[src/rtl/ppe_ram.sv]
// ppe_ram: generic simple dual-port memory, one write and one registered read
// no dependencies
`default_nettype none
module ppe_ram #(
  parameter int WIDTH = 8,
  parameter int DEPTH = 32
) (
  input  wire logic                     clk,
  input  wire logic                     we,
  input  wire logic [$clog2(DEPTH)-1:0] waddr,
  input  wire logic [WIDTH-1:0]         wdata,
  input  wire logic [$clog2(DEPTH)-1:0] raddr,
  output logic      [WIDTH-1:0]         rdata
);
  logic [WIDTH-1:0] mem [DEPTH];

  always_ff @(posedge clk) begin
    if (we) begin
      mem[waddr] <= wdata;
    end
    rdata <= mem[raddr];
  end
endmodule
`default_nettype wire

[config.mk]
export PLATFORM = sky130hd
export DESIGN_NAME = ppe_ram
export DESIGN_NICKNAME = d
export VERILOG_FILES = /design/src/rtl/ppe_ram.sv
export SDC_FILE = /design/constraint.sdc
export NUM_CORES = 1
export LEC_CHECK = 0
export BUFFER_PORTS_ARGS = -buffer_cell sky130_fd_sc_hd__buf_2
export CAP_MARGIN = 20
export CORE_MARGIN = 5
export CORE_UTILIZATION = 55
export DETAILED_ROUTE_END_ITERATION = 10
export HOLD_SLACK_MARGIN = 0.05
export PLACE_DENSITY = 0.72
export SYNTH_ARGS = -nofsm -noshare
export SYNTH_HDL_FRONTEND = slang
export SYNTH_SLANG_ARGS = --single-unit
[constraint.sdc]
create_clock -name clk -period 4 [get_ports clk]
set_clock_uncertainty 0.2 [all_clocks]
set_input_delay 1.2 -clock clk [delete_from_list [all_inputs] [get_ports clk]]
set_output_delay 1.2 -clock clk [all_outputs]
set_load 0.02 [all_outputs]
* Word level (Yosys, flattened, before mapping)
Memories as Yosys holds them, arrays and structs flattened. A register that Yosys moved wholly into a read port is not among the register bits. Cells that the tools add are included.
Cells by class: mux-type cells 2
Operators by type and width (number):
- $mux 1 | 2
Storage, ports and cells: bits in registers 0, bits in writable memories 256, bits of input ports 20, output and inout bits 8, logic and storage cells 3, memories 1
Memory list:
- mem | words 32, bits a word 8, rd ports 1, clocked after Yosys merged registers in 1, wr ports 1, RTL line 15 | logic [WIDTH-1:0] mem [DEPTH];

* Longest topological paths before layout
depth in word-level cells 2, depth in mapped cells 5, depth with buffers taken out 3

* Least setup slack after synthesis
Ideal clock, no wire load.
path kind input to register, from input raddr[2], to register rdata[0], read port of mem, setup time 0.121 ns, arrival time 2.882 ns, required time 3.679 ns, slack 0.798 ns, stages 5, path buffers 2, cells stage by stage clkbuf_1 > clkbuf_1 > mux4_2 > mux4_2 > mux2_2
RTL lines:
- start, declared | RTL line 12 | input wire logic [$clog2(DEPTH)-1:0] raddr,
- end, declared | RTL line 13 | output logic [WIDTH-1:0] rdata

==> impl_metrics.yaml <==
run_status:
  status: "completed"
floorplan:
  start_util_pct: 56.0
  io_pins: 28
  die_area_sq_um: 21100
  coreArea_sq_um: 18000
  die_w_um: 145
  fp.dieH_um: 145
  placementRows: 49
worst_hold_path:
  worstHoldPathType: "register to register"
  worstHoldStart: "mem[22][3]"
synth:
  ys_top_cells_by_count: "edfxtp_1 (256), mux4_2 (80), nor2_1 (33), dfxtp_1 (8), mux2_2 (8)"
  yosysMostFrequentCell: "edfxtp_1"
  synthesis.area_sq_um: 10100
  synth_ff_type: "edfxtp_1"
  ys_types: 15
  synth-async-reset-ratio_pct: 0
  synth_edf_count: 256
  yosys.area.top_type: "edfxtp_1"
  syn_inst: 417
  yosys_warnings: 0
  synth_area_leaders: "edfxtp_1 (76%), mux4_2 (18%), dfxtp_1 (1.6%), nor2_1 (1.2%), mux2_2 (0.90%)"
  synth-seq-cells: 264
  ys_seq_area_share_pct: 78.1
  syn_nets: 437
  syn_avg_cell_area_sq_um: 24.1
  synth_top_area_share_pct: 76.5
routing:
  top_layer_used: "met4"
  vias_per_cell: 6.29
  drt-met1-wl_um: 8540
  wl_met3_um: 1870
  detail_route.wl_per_cell_um: 28.5
  drt_pre_antenna_iters: 6
  drt_iter0_drc: 559
  route.detailed.drc: 0
  drt_wl_total_um: 20500
  vias: 4514
  dr_wl_met2_um: 9910
  drtAntennaViolNets: 0
critical_path:
  max_stage_delay_ps: 560
  crit_path_max_fanout: 19
  cp_cell_sequence: "buf_4, buf_12, mux4_2, mux4_2, mux2_2"
  start_kind: "input pin"
  end_kind: "register"
  path_class: "input pin to register"
  rr_startpoint: "mem[28][4]"
  critPathMostFrequentCell: "mux4_2"
  r2r_slack_ps: 1990
  cp_slowest_cell: "mux4_2"
  cp_top_family: "multiplexers"
  required_ps: 4200
  crit_start: "raddr[0]"
  crit_buf_inv: 2
  cp.arrival_ps: 3170
final_layout:
  fin_area_sq_um: 11400
  drive_above_1_share_pct: 36.2
  diodes: 0
  layout.nets: 490
  final_util_pct: 63.7
  layout.cells.non_filler: 718
  area_delta_synth_final_pct: 13.9
  nFillCells: 1170
sta:
  whs_ps: 699
  finalMaxSlewViolations: 0
  finalSetupViolations: 0
  relSlewSlack_pct: 32.8
  rsz0062_at_grt: "no"
  period_share_pct: 74.2
  fmax_mhz: 337
  tns_ps: 0
  worst_slew_pin_slew_ps: 1000
  hold_viol_final: 0
  layout_min_cycle_time_ps: 2970
grt:
  grt_start_max_net_pins: 33
  grt_first_pass_wirelength_um: 31000
  first_global_vias: 4737
  grt_overflow: 0
  grt_usage_pct: 19.6
  antenna_found_initial: 0
cts:
  cts_sinks: 264
  clk_pin_slew_ps: 70
  ctsHoldBuffers: 0
  post_cts_resized: 0
  htree_levels: 1
  clkLatencyLatePin_ps: 520
  cts_max_path_buffers: 3
  cts_made_buffers: 26
  root_buffer: "clkbuf_16"
  cts_tree: "done"
  post_cts_buffers: 0
placement:
  port-buffer-count: 27
  gp_congestion: 0.772
  dp_hpwl_um: 12500
  dpl_cell_area_sq_um: 10500
  numPlacedInstances: 671
power:
  p_sw_mw: 1.18
  intPower_mw: 4.77
  p_per_area_nw_per_um2: 520
  power_frac_clock_pct: 43.1
  p_leak_nw: 3.62
  p_seq_share_pct: 51.9
  p_sw_share_pct: 19.8
  combinationalPowerShare_pct: 5.0
  vdd_drop_max_uv: 316
job:
  cap_violations: 0
-- metal layers --
metal	track usage [%]	up-vias
met4	3.26	0
met2	30.1	211
li1	-	1885
met3	4.58	19
met5	0	-
met1	30.1	2399
-- flip-flops by register name, summed over array words and instances (netlist names) --
register  flops
rdata         8
mem         256
-- cell usage in the layout (no fill, tap or decap), drive strengths merged --
cell type  count
buf           45
bufinv         5
clkbuf        29
clkinv        11
clkinvlp       1
dfxtp          8
edfxtp       256
inv            1
mux2           8
mux4          80
nand2          1
nand3          2
nand3b         5
nor2          33
or3            1
or3b           3
-- kinds of logic after synthesis --
| family | synth area share, % |
|---|---|
| DFF | 78.1 |
| muxes | 18.8 |
| and+or+nand+nor | 2.07 |
| buffers and inverters | 1.06 |
-- area by class of cell --
class	count	area [sq um]	area share, %
flip-flops and latches	264	7850	68.6
clock buffers	29	693	6.06
repair buffers	45	298	2.60
clock inverters	18	223	1.95
multi-input cells	133	2100	18.3
well taps	229	287	2.50
-- power groups by stage --
stage | sequential (mW) | combinational [mW] | clock, mW
2_1_floorplan | 3.16 | 0.164 | 0
3_3_place_gp | 3.15 | 0.289 | 0
3_5_place_dp | 3.15 | 0.298 | 0
4_1_cts | 3.09 | 0.301 | 2.60
5_1_grt | 3.09 | 0.317 | 2.74
6_report | 3.09 | 0.298 | 2.56
-- through the flow --
| step | setup slack (ps) | power, mW |
|---|---|---|
| after global placement | 520 | 3.44 |
| after floorplan | 798 | 3.32 |
| after CTS | 1030 | 5.99 |
| after global routing | 1000 | 6.15 |
| final | 1030 | 5.95 |
| after detailed placement | 511 | 3.45 |
-- worst register-to-register path, stage by stage (launching register included) --
cell and delay (ps):
edfxtp_1 360, mux4_2 500, mux4_2 540, mux2_2 310
-- path summary, 6_finish.rpt --
| path | endpoint | depth (start not counted) |
|---|---|---|
| max | rdata[4] | 5 |
| min reg2reg | rdata[3] | 3 |
| max reg2reg | rdata[4] | 3 |
| min | rdata[3] | 3 |
(Power assumes the default switching activity.)
