### src/rtl/ppe_pkg.sv
// ppe_pkg: shared constants, codes, slot entry layout and saturation helpers
// for the particle pool engine; no dependencies
`default_nettype none
package ppe_pkg;

  localparam int POOL_SIZE = 32;
  localparam int SLOT_W    = 5;
  localparam int CNT_W     = 6;
  localparam int NUM_W     = 26;
  localparam int DEN_W     = 17;
  localparam int QUO_W     = 16;

  typedef enum logic [1:0] {
    FN_EMIT  = 2'd0,
    FN_TICK  = 2'd1,
    FN_CLEAR = 2'd2,
    FN_NONE  = 2'd3
  } func_t;

  typedef enum logic [1:0] {
    REC_ACK  = 2'd0,
    REC_LIVE = 2'd1,
    REC_END  = 2'd2
  } rec_t;

  localparam logic [1:0] KIND_FIRE  = 2'd0;
  localparam logic [1:0] KIND_SMOKE = 2'd1;
  localparam logic [1:0] KIND_BLOOD = 2'd2;

  localparam logic signed [35:0] FLOOR_OFS = 36'sd13;

  typedef struct packed {
    logic signed [15:0] pos_x;
    logic signed [15:0] pos_y;
    logic signed [15:0] pos_z;
    logic signed [15:0] vel_x;
    logic signed [15:0] vel_y;
    logic signed [15:0] vel_z;
    logic [15:0]        life_left;
    logic [15:0]        life_start;
    logic [15:0]        size;
    logic [31:0]        color;
    logic [1:0]         kind;
  } entry_t;

  function automatic logic signed [35:0] sx36(input logic signed [15:0] v);
    return {{20{v[15]}}, v};
  endfunction

  function automatic logic signed [15:0] sat16(input logic signed [35:0] v);
    if (v > 36'sd32767) begin
      return 16'sh7fff;
    end
    if (v < -36'sd32768) begin
      return 16'sh8000;
    end
    return v[15:0];
  endfunction

  function automatic logic [15:0] satu16(input logic [32:0] v);
    return (v > 33'd65535) ? 16'hffff : v[15:0];
  endfunction

endpackage
`default_nettype wire

### src/rtl/ppe_div.sv
// ppe_div: restoring divider, one quotient bit per cycle
// depends on ppe_pkg
`default_nettype none
module ppe_div (
  input  wire logic                      clk,
  input  wire logic                      rst_n,
  input  wire logic                      start,
  input  wire logic [ppe_pkg::NUM_W-1:0] num,
  input  wire logic [ppe_pkg::DEN_W-1:0] den,
  output logic                           done,
  output logic      [ppe_pkg::QUO_W-1:0] quo
);
  import ppe_pkg::*;

  localparam int TW = DEN_W + QUO_W;

  logic                      busy_r, busy_nxt;
  logic                      done_r, done_nxt;
  logic [$clog2(QUO_W)-1:0]  k_r, k_nxt;
  logic [NUM_W-1:0]          rem_r, rem_nxt;
  logic [DEN_W-1:0]          den_r, den_nxt;
  logic [QUO_W-1:0]          quo_r, quo_nxt;
  logic [TW-1:0]             trial;
  logic                      fits;

  assign trial = {{QUO_W{1'b0}}, den_r} << k_r;
  assign fits  = {{(TW-NUM_W){1'b0}}, rem_r} >= trial;

  always_comb begin
    busy_nxt = busy_r;
    done_nxt = 1'b0;
    k_nxt    = k_r;
    rem_nxt  = rem_r;
    den_nxt  = den_r;
    quo_nxt  = quo_r;
    if (start) begin
      busy_nxt = 1'b1;
      k_nxt    = '1;
      rem_nxt  = num;
      den_nxt  = den;
      quo_nxt  = '0;
    end else if (busy_r) begin
      if (fits) begin
        rem_nxt     = rem_r - trial[NUM_W-1:0];
        quo_nxt[k_r] = 1'b1;
      end
      if (k_r == '0) begin
        busy_nxt = 1'b0;
        done_nxt = 1'b1;
      end else begin
        k_nxt = k_r - 1'b1;
      end
    end
  end

  always_ff @(posedge clk) begin
    if (!rst_n) begin
      busy_r <= 1'b0;
      done_r <= 1'b0;
    end else begin
      busy_r <= busy_nxt;
      done_r <= done_nxt;
    end
    k_r   <= k_nxt;
    rem_r <= rem_nxt;
    den_r <= den_nxt;
    quo_r <= quo_nxt;
  end

  assign done = done_r;
  assign quo  = quo_r;
endmodule
`default_nettype wire

### config.mk
export PLATFORM = sky130hd
export DESIGN_NAME = ppe_div
export DESIGN_NICKNAME = d
export VERILOG_FILES = /design/src/rtl/ppe_pkg.sv /design/src/rtl/ppe_div.sv
export SDC_FILE = /design/constraint.sdc
export NUM_CORES = 1
export LEC_CHECK = 0
export ABC_AREA = 1
export BUFFER_PORTS_ARGS = -buffer_cell sky130_fd_sc_hd__buf_2
export CAP_MARGIN = 20
export CORE_ASPECT_RATIO = 0.75
export CORE_UTILIZATION = 59
export DETAILED_ROUTE_END_ITERATION = 8
export GPL_ROUTABILITY_DRIVEN = 0
export PLACE_DENSITY = 0.81
export SYNTH_ARGS = -nofsm -noshare
export SYNTH_HDL_FRONTEND = slang
export SYNTH_SLANG_ARGS = --single-unit
### constraint.sdc
create_clock -name clk -period 4.9 [get_ports clk]
set_input_delay 0.245 -clock clk [delete_from_list [all_inputs] [get_ports clk]]
set_output_delay 0.245 -clock clk [all_outputs]
set_load 0.005 [all_outputs]
# Word level (Yosys, flattened, before mapping)
# Index checks and enable logic that the tools add are counted.
word_totals:
  ff_bits: 65
  out_inout_bits: 17
  in_bits: 46
op_classes:
  n_reduce_logical: 8
  magnitude_cmp: 3
  bitwise_logic: 4
  n_mux: 9
  n_shift: 1
  n_addsub: 2
op_table:
  columns: ["op", "n"]
  rows:
  - ["$mux 26", 3]
  - ["$ge 26x33->1", 1]
  - ["$shl 17x4->33", 1]
  - ["$sub 26x26->26", 1]
  - ["$or 16x16->16", 1]
  - ["$reduce_and 2->1", 3]
  - ["$lt 4x5->1 const B", 1]
  - ["$mux 1", 5]
  - ["$demux 1 s4", 1]
  - ["$ge 4x1->1 const B", 1]
  - ["$logic_not 4->1", 1]
  - ["$reduce_bool 2->1", 2]
  - ["$sub 4x1->4 const B", 1]
  - ["$not 1->1", 3]
  - ["$reduce_or 3->1", 1]
  - ["$logic_and 1x1->1", 1]

# Longest topological paths before layout
# Gate-level depths: netlist of the first run.
logic_depth:
  ltp_word: 5
  depth_mapped: 24
  mapped_depth_nobuf: 23

# Least setup slack after synthesis of the first run
# No wires, ideal clock.
synth_path:
  path_type: "register to register"
  from: "register k_r[0]"
  to: "register rem_r[0] (enable)"
  setup_ns: 0.383
  synth_period_minus_slack_ns: 3.716
  slack_ns: 1.184
  stages_incl_launch_ff: 23
  t_arrival_ns: 3.333
  required_time_ns: 4.517
  cell_sequence: "dfxtp_1 -> inv_2 -> buf_1 -> nand2_1 -> nand3_1 -> o21ai_0 -> nand2_1 -> o21ai_0 -> or2_2 -> ha_1 -> nand2_1 -> nor2_1 -> nand3_1 -> nand3_2 -> nand2_1 -> nand2_2 -> nand2_2 -> nand2_1 -> nand2_2 -> nand2_4 -> buf_12 -> nand2_1 -> nand2_1"
synth_between:
  elab_chain_cells: 4
synth_lines:
  columns: ["item", "line_no", "rtl"]
  rows:
  - ["start: declaration", "ppe_div.sv:19", "logic [$clog2(QUO_W)-1:0] k_r, k_nxt;"]
  - ["start signal: assignment", "ppe_div.sv:64", "k_r <= k_nxt;"]
  - ["$shl 17x4->33", "ppe_div.sv:26", "assign trial = {{QUO_W{1'b0}}, den_r} << k_r;"]
  - ["$ge 26x33->1", "ppe_div.sv:27", "assign fits = {{(TW-NUM_W){1'b0}}, rem_r} >= trial;"]
  - ["$reduce_bool 2->1 (no source line)", null, null]
  - ["$reduce_and 2->1 (no source line)", null, null]
  - ["end signal: assignment", "ppe_div.sv:65", "rem_r <= rem_nxt;"]
  - ["end: declaration", "ppe_div.sv:20", "logic [NUM_W-1:0] rem_r, rem_nxt;"]
# Every way passes these cells.
# A chain may end at the register's enable or synchronous reset.

# Worst setup path in the final report of the first run
layout_path:
  from: "register k_r[0]"
  to: "register rem_r[1] (enable)"
# Same word-level chain as after synthesis.

==> results of run 1 <==
-- final cells by class --
class / count / share of cell area (%)
Inverter: 67 / 4.595
Clock buffer: 14 / 4.344
Timing Repair Buffer: 65 / 6.081
Clock inverter: 2 / 0.3201
Multi-Input combinational cell: 513 / 50.62
Sequential cell: 65 / 31.64
Tap cell: 105 / 2.401
-- layer usage --
layer  GRT usage, %  up-vias  routed length, um
met4          9.452        0                297
met5              0        -                  0
met3          7.303       36               1047
met2          48.19      270               5356
met1          40.51     2130               5591
li1               -     2345                  -
-- report_power, final --
group	internal, mW	switching, mW	leakage (nW)
clock	0.324	0.220	0.130
combinational	0.221	0.408	1.72
sequential	0.641	0.0264	0.601
-- layout by cell type (no fill, tap or decap), drive strengths merged --
cell type / Yosys / layout
o2111ai: 1 / 1
a31oi: 8 / 8
buf: 13 / 65
a21oi: 44 / 44
xor2: 2 / 2
a22oi: 8 / 8
a21o: 3 / 3
o21a: 3 / 3
and2: 2 / 2
nor2: 56 / 56
nor3: 9 / 9
nor4: 3 / 3
fa: 1 / 1
nand3b: 2 / 2
dfxtp: 22 / 22
nand3: 57 / 57
nand4: 3 / 3
inv: 67 / 68
edfxtp: 43 / 43
a21boi: 1 / 1
clkbuf: 11 / 14
clkinv: 0 / 1
nand2: 191 / 191
or2: 16 / 16
o21ai: 57 / 57
o31ai: 1 / 1
a211oi: 1 / 1
ha: 30 / 30
o21bai: 6 / 6
mux2i: 4 / 4
xnor2: 4 / 4
-- worst paths after layout --
check                             start   endpoint  slack, ns  cells after the start
worst max-delay path             k_r[0]   rem_r[1]       0.66                     18
worst min register to register   quo[3]     quo[3]       0.45                      2
worst min-delay path            den[16]  den_r[16]       0.06                      1
worst max register to register   k_r[0]   rem_r[1]       0.66                     18
-- flip-flops by register name (all words and copies together) (netlist names) --
name / flops
rem_r: 26
done: 1
k_r: 4
den_r: 17
busy_r: 1
quo: 16
-- worst max-delay path, delay by kind of cell (launching register included) --
kind            cells  cell delay (ns)
buf+inv             3             0.74
simple gates       11             1.35
compound gates      3             0.73
flops               1             0.77
fa+ha+maj           1             0.29
-- per-stage QoR --
step                      setup slack, ns  hold WS, ns  instances  util [%]  cell area (sq um)
after CTS                          0.7678      0.04838        831     68.82               5473
after detailed placement           0.8032       0.4231        815     65.61               5218
after global routing               0.2738      0.05088        831     68.82               5473
final                              0.6648      0.05841        831     68.82               5473
after floorplan                     1.184       0.3439        669         -               4883
after global placement             0.8420       0.4216        815     65.61               5218
-- cells by family after synthesis --
kind of cell	count (synthesis)	synth area share, %
xor+xnor	6	1.076
mux	4	0.8199
buf+inv	91	7.815
simple gates	339	30.72
compound gates	133	16.01
flops	65	35.46
fa+ha+maj	31	8.096
==> results.txt, run 1 <==
Critical path arrival -> 4.26 ns
Initial Util -> 61.41%
Post-synth EDFFs -> 43
Die area -> 8649 sq um
Worst path required time -> 4.93 ns
Power Dens Cells -> 336.5 nW/um^2
Worst path slowest cell -> dfxtp_1
Clock latency on the worst-skew pair -> 0.36 ns
Count leader, synth -> nand2_1
FILL cells -> 661
P_leak -> 2.450 nW
Yosys cell types -> 44
Critical path, cell by cell -> inv_2, nand2_1, nand2_1, o21ai_0, o21ai_0, a22oi_1, ha_1, nand2_1, nor2_1, inv_1, nor3_1, nor2_1, nand2_1, nand2_2, nand2_4, nand2_1, nand2_1, buf_4
Seq/Total Area, Yosys -> 35.46%
First-pass GRT wire length -> 20200 um
DR vias -> 4781
1st-pass router iterations -> 5
CP most frequent cell -> nand2_1
Status -> complete, no violations
Pin count of the biggest net entering global routing -> 71
Area Overhead vs Synth -> 12.07%
Ports -> 63
Initial DRC Count -> 494
Post-synth top cells -> 185 x nand2_1, 65 x inv_1, 55 x nor2_1, 49 x o21ai_0, 46 x nand3_1
WL/cell -> 14.79 um
Die X -> 107.1 um
Critical Path Fanout Max -> 26
Final Critical Period -> 4.235 ns
Clk buf depth -> 2
Hold crit path type -> input pin to flip-flop
Max Cap Viol -> 0
Fin. Hold Viols -> 0
RSZ-0062 raised after global routing -> no
DP Wirelength -> 9290 um
Total Power -> 1.841 mW
Number of antenna diodes -> 0
Peak Freq -> 236.1 MHz
Core area -> 7953 sq um
Crit path largest cell delay -> 0.77 ns
Post-CTS Setup Bufs -> 0
Mapped Nets -> 746
Total negative slack -> 0 ns
CTS buffer count -> 9
Slew headroom -> 40.72%
Startpoint types -> flip-flop
Netlist Area Pre-Place -> 4883 sq um
Total GRT Usage -> 30.12%
Avg Cell Area, Syn -> 7.300 sq um
Max Slew Vio Count -> 0
Syn. warnings -> 0
VDD IR max -> 241.3 uV
Root Buffer Master -> clkbuf_8
Synth area leaders -> edfxtp_1 26%, nand2_1 14%, dfxtp_1 9.0%, ha_1 7.7%, o21ai_0 5.0%
H-tree depth -> 3
Port Buffers -> 62
Final Cycle Share -> 86.43%
Remaining antenna violation count -> 0
Synth area leader -> edfxtp_1
Cts repair resizes -> 0
Die Y -> 80.79 um
Tightest Pin Transition -> 0.8882 ns
Clock Skew -> 0.006696 ns
Post-synth top flop -> edfxtp_1
Share of the synthesized area in the top cell type -> 26.44%
Clk sinks -> 65
Layout cells sized above 1 -> 17.08%
Routed vias/inst -> 5.753
CP Class -> flip-flop to flip-flop
Endpoint type of the worst setup path -> flip-flop
Fraction of registers with async set/reset -> 0%
Clock Pin Slew Worst Setup and Hold Paths -> 0.07 ns
Footprint of the multi-input gates -> 2770 sq um
Total Wirelength -> 12290 um
Number of global-route vias before repair -> 4315
Initial antenna violation count -> 0
Detailed-route DRC error count -> 0
Gr ovfl total -> 0
Yosys reg bits -> 65
Final setup viols -> 0
# rows -> 28
Post-Syn Instances -> 669
Post-cts hold buffer count -> 0
Flip-flop and latch area -> 1732 sq um
Nets -> 798
CTS tree -> built
No activity file was read; power rests on OpenSTA's default activity.
==> run 2, diff against run 1 <==
--- a/config.mk
+++ b/config.mk
@@ -6,7 +6,7 @@
 export NUM_CORES = 1
 export LEC_CHECK = 0
 export ABC_AREA = 1
-export BUFFER_PORTS_ARGS = -buffer_cell sky130_fd_sc_hd__buf_2
+export BUFFER_PORTS_ARGS = -buffer_cell sky130_fd_sc_hd__clkbuf_2
 export CAP_MARGIN = 20
 export CORE_ASPECT_RATIO = 0.75
 export CORE_UTILIZATION = 59
==> results.txt, run 2 (synthesis results as in run 1) <==
Status -> complete, no violations
Die area -> 8649 sq um (unchanged)
Sw Ratio -> 35.92% (+0.36 points)
Commonest non-fill, non-tap cell in the layout -> nand2_1
Port Buffers -> 62 (unchanged)
1st-pass router iterations -> 6 (+1)
WL/cell -> 14.71 um (-0.55%)
Initial DRC Count -> 417 (-16%)
Initial antenna violation count -> 0 (unchanged)
Cell-internal power -> 1.187 mW (about the same)
Tightest Pin Transition -> 0.8538 ns (-0.03440 ns)
DP Wirelength -> 9254 um (-0.39%)
DR top layer -> met4
Final Cycle Share -> 88.88% (+2.5 points)
Crit path largest cell delay -> 0.79 ns (+0.02 ns)
Nets -> 798 (unchanged)
FILL cells -> 664 (+0.45%)
CTS tree -> built
Number of antenna diodes -> 0 (unchanged)
Detailed-route DRC error count -> 0 (unchanged)
Clock Pin Slew Worst Setup and Hold Paths -> 0.08 ns (about the same)
Total negative slack -> 0 ns (unchanged)
Startpoint types -> flip-flop
Power Dens Cells -> 338.4 nW/um^2 (+0.57%)
Post-cts hold buffer count -> 0 (unchanged)
Routed vias/inst -> 5.696 (-1.0%)
Fin. Hold Viols -> 0 (unchanged)
Peak Freq -> 229.6 MHz (-2.8%)
Total GRT Usage -> 29.49% (-0.63 points)
Final setup viols -> 0 (unchanged)
Max Slew Vio Count -> 0 (unchanged)
RSZ-0062 raised after global routing -> no
CTS buffer count -> 9 (unchanged)
Total Wirelength -> 12230 um (-0.55%)
Clock latency on the worst-skew pair -> 0.37 ns (about the same)
WP depth -> 16 (-2)
Comb pwr share -> 34.1% (about the same)
Placed insts -> 815 (unchanged)
WHS Path Cells -> 1 (unchanged)
Clk sinks -> 65 (unchanged)
Part of the total power dissipated in the clock network -> 29.8% (+0.3 points)
Final core occ -> 68.82% (unchanged)
Reg-to-Reg Start -> k_r[0]
Number of global-route vias before repair -> 4264 (-1.2%)
Clock Skew -> 0.006281 ns (-0.0004154 ns)
Critical path arrival -> 4.39 ns (+0.13 ns)
Ports -> 63 (unchanged)
Worst path slowest cell -> dfxtp_1
H-tree depth -> 3 (unchanged)
Worst hold start -> den[16]
Critical path, cell by cell -> o21ai_0, o21ai_0, o21ai_0, or2_2, ha_1, nand2_1, nor3_1, nand2_1, nor3_1, nor2_1, nand2_1, nand2_2, nand2_4, nand2_1, nand2_1, buf_4
Endpoint type of the worst setup path -> flip-flop
First-pass GRT wire length -> 19800 um (-2.0%)
Final Critical Period -> 4.355 ns (+0.1201 ns)
Flip-flop count of the largest register after layout -> 26 (unchanged)
Net Switching -> 0.6653 mW (+1.6%)
Hold crit path type -> input pin to flip-flop
Pin count of the biggest net entering global routing -> 71 (unchanged)
Area Overhead vs Synth -> 12.07% (unchanged)
CP most frequent cell -> nand2_1
P_leak -> 2.444 nW (-0.26%)
Reg2Reg Depth -> 16 (-2)
Core area -> 7953 sq um (unchanged)
Met1 Wirelength -> 5542 um (-0.88%)
Top reg by flops -> rem_r
# rows -> 28 (unchanged)
Routed wl met2 -> 5321 um (-0.65%)
CP bufs+invs -> 1 (-2)
Crit path max-delay family -> simple AND/OR/NAND/NOR gates
Most frequent cells in the layout -> 185 x nand2_1, 65 x inv_1, 62 x clkbuf_2, 55 x nor2_1, 49 x o21ai_0
Non-filler cells, final -> 831 (unchanged)
Flip-flop and latch area -> 1732 sq um (unchanged)
Clk buf depth -> 2 (unchanged)
DR vias -> 4733 (-1.0%)
Max Cap Viol -> 0 (unchanged)
CP Class -> flip-flop to flip-flop
Gr ovfl total -> 0 (unchanged)
Remaining antenna violation count -> 0 (unchanged)
Cts repair resizes -> 0 (unchanged)
Critical Path Fanout Max -> 26 (unchanged)
Met3 routed WL -> 1149 um (+9.7%)
VDD IR max -> 228.0 uV (-5.5%)
Die X -> 107.1 um (unchanged)
Die Y -> 80.79 um (unchanged)
Worst setup path startpoint -> k_r[0]
Slew headroom -> 43.02% (+2.3 points)
Worst path required time -> 4.94 ns (about the same)
Footprint of the multi-input gates -> 2770 sq um (unchanged)
Flop pwr share -> 36.1% (-0.2 points)
Post-CTS Setup Bufs -> 0 (unchanged)
Layout cells sized above 1 -> 17.08% (unchanged)
Root Buffer Master -> clkbuf_8
Initial Util -> 61.41% (unchanged)
[run 2: cell count changes in the layout (fill, tap and decap cells not counted)]
cell,previous run,this run
buf_2,62,0
clkbuf_2,0,62
[run 2: final timing paths]
path / end / slack [ns]
setup / recovery: rem_r[0] / 0.54
hold / removal: den_r[16] / 0.05
setup reg to reg: rem_r[0] / 0.54
hold reg to reg: quo[3] / 0.45
[run 2: area by class of cell]
class | count | area share, %
well taps | 105 | 2.401
inverters | 67 | 4.595
repair buffers | 65 | 6.081
flip-flops and latches | 65 | 31.64
clock inverters | 2 | 0.3201
multi-input cells | 513 | 50.62
clock buffers | 14 | 4.344
[run 2: power by group through the flow]
stage | Combinational [mW] | Sequential [mW] | Clock [mW]
finish | 0.632 | 0.668 | 0.551
global route | 0.701 | 0.673 | 0.578
CTS | 0.613 | 0.668 | 0.557
detailed placement | 0.609 | 0.679 | 0
global placement | 0.589 | 0.678 | 0
floorplan | 0.479 | 0.666 | 0
[run 2: through the flow]
stage          power [mW]  setup WS (ns)  cell area, sq um  hold slack (ns)
4_1_cts             1.838         0.7196              5473          0.04192
3_3_place_gp        1.267         0.8471              5218           0.4215
5_1_grt             1.951         0.2435              5473          0.03617
6_report            1.852         0.5447              5473          0.04744
2_1_floorplan       1.145          1.184              4883           0.3439
3_5_place_dp        1.288         0.7698              5218           0.4236
[run 2: per-layer routing]
metal	track usage (%)	vias to the layer above
met3	8.266	30
met1	40.66	2091
met5	0	-
li1	-	2354
met4	8.493	0
met2	45.35	258
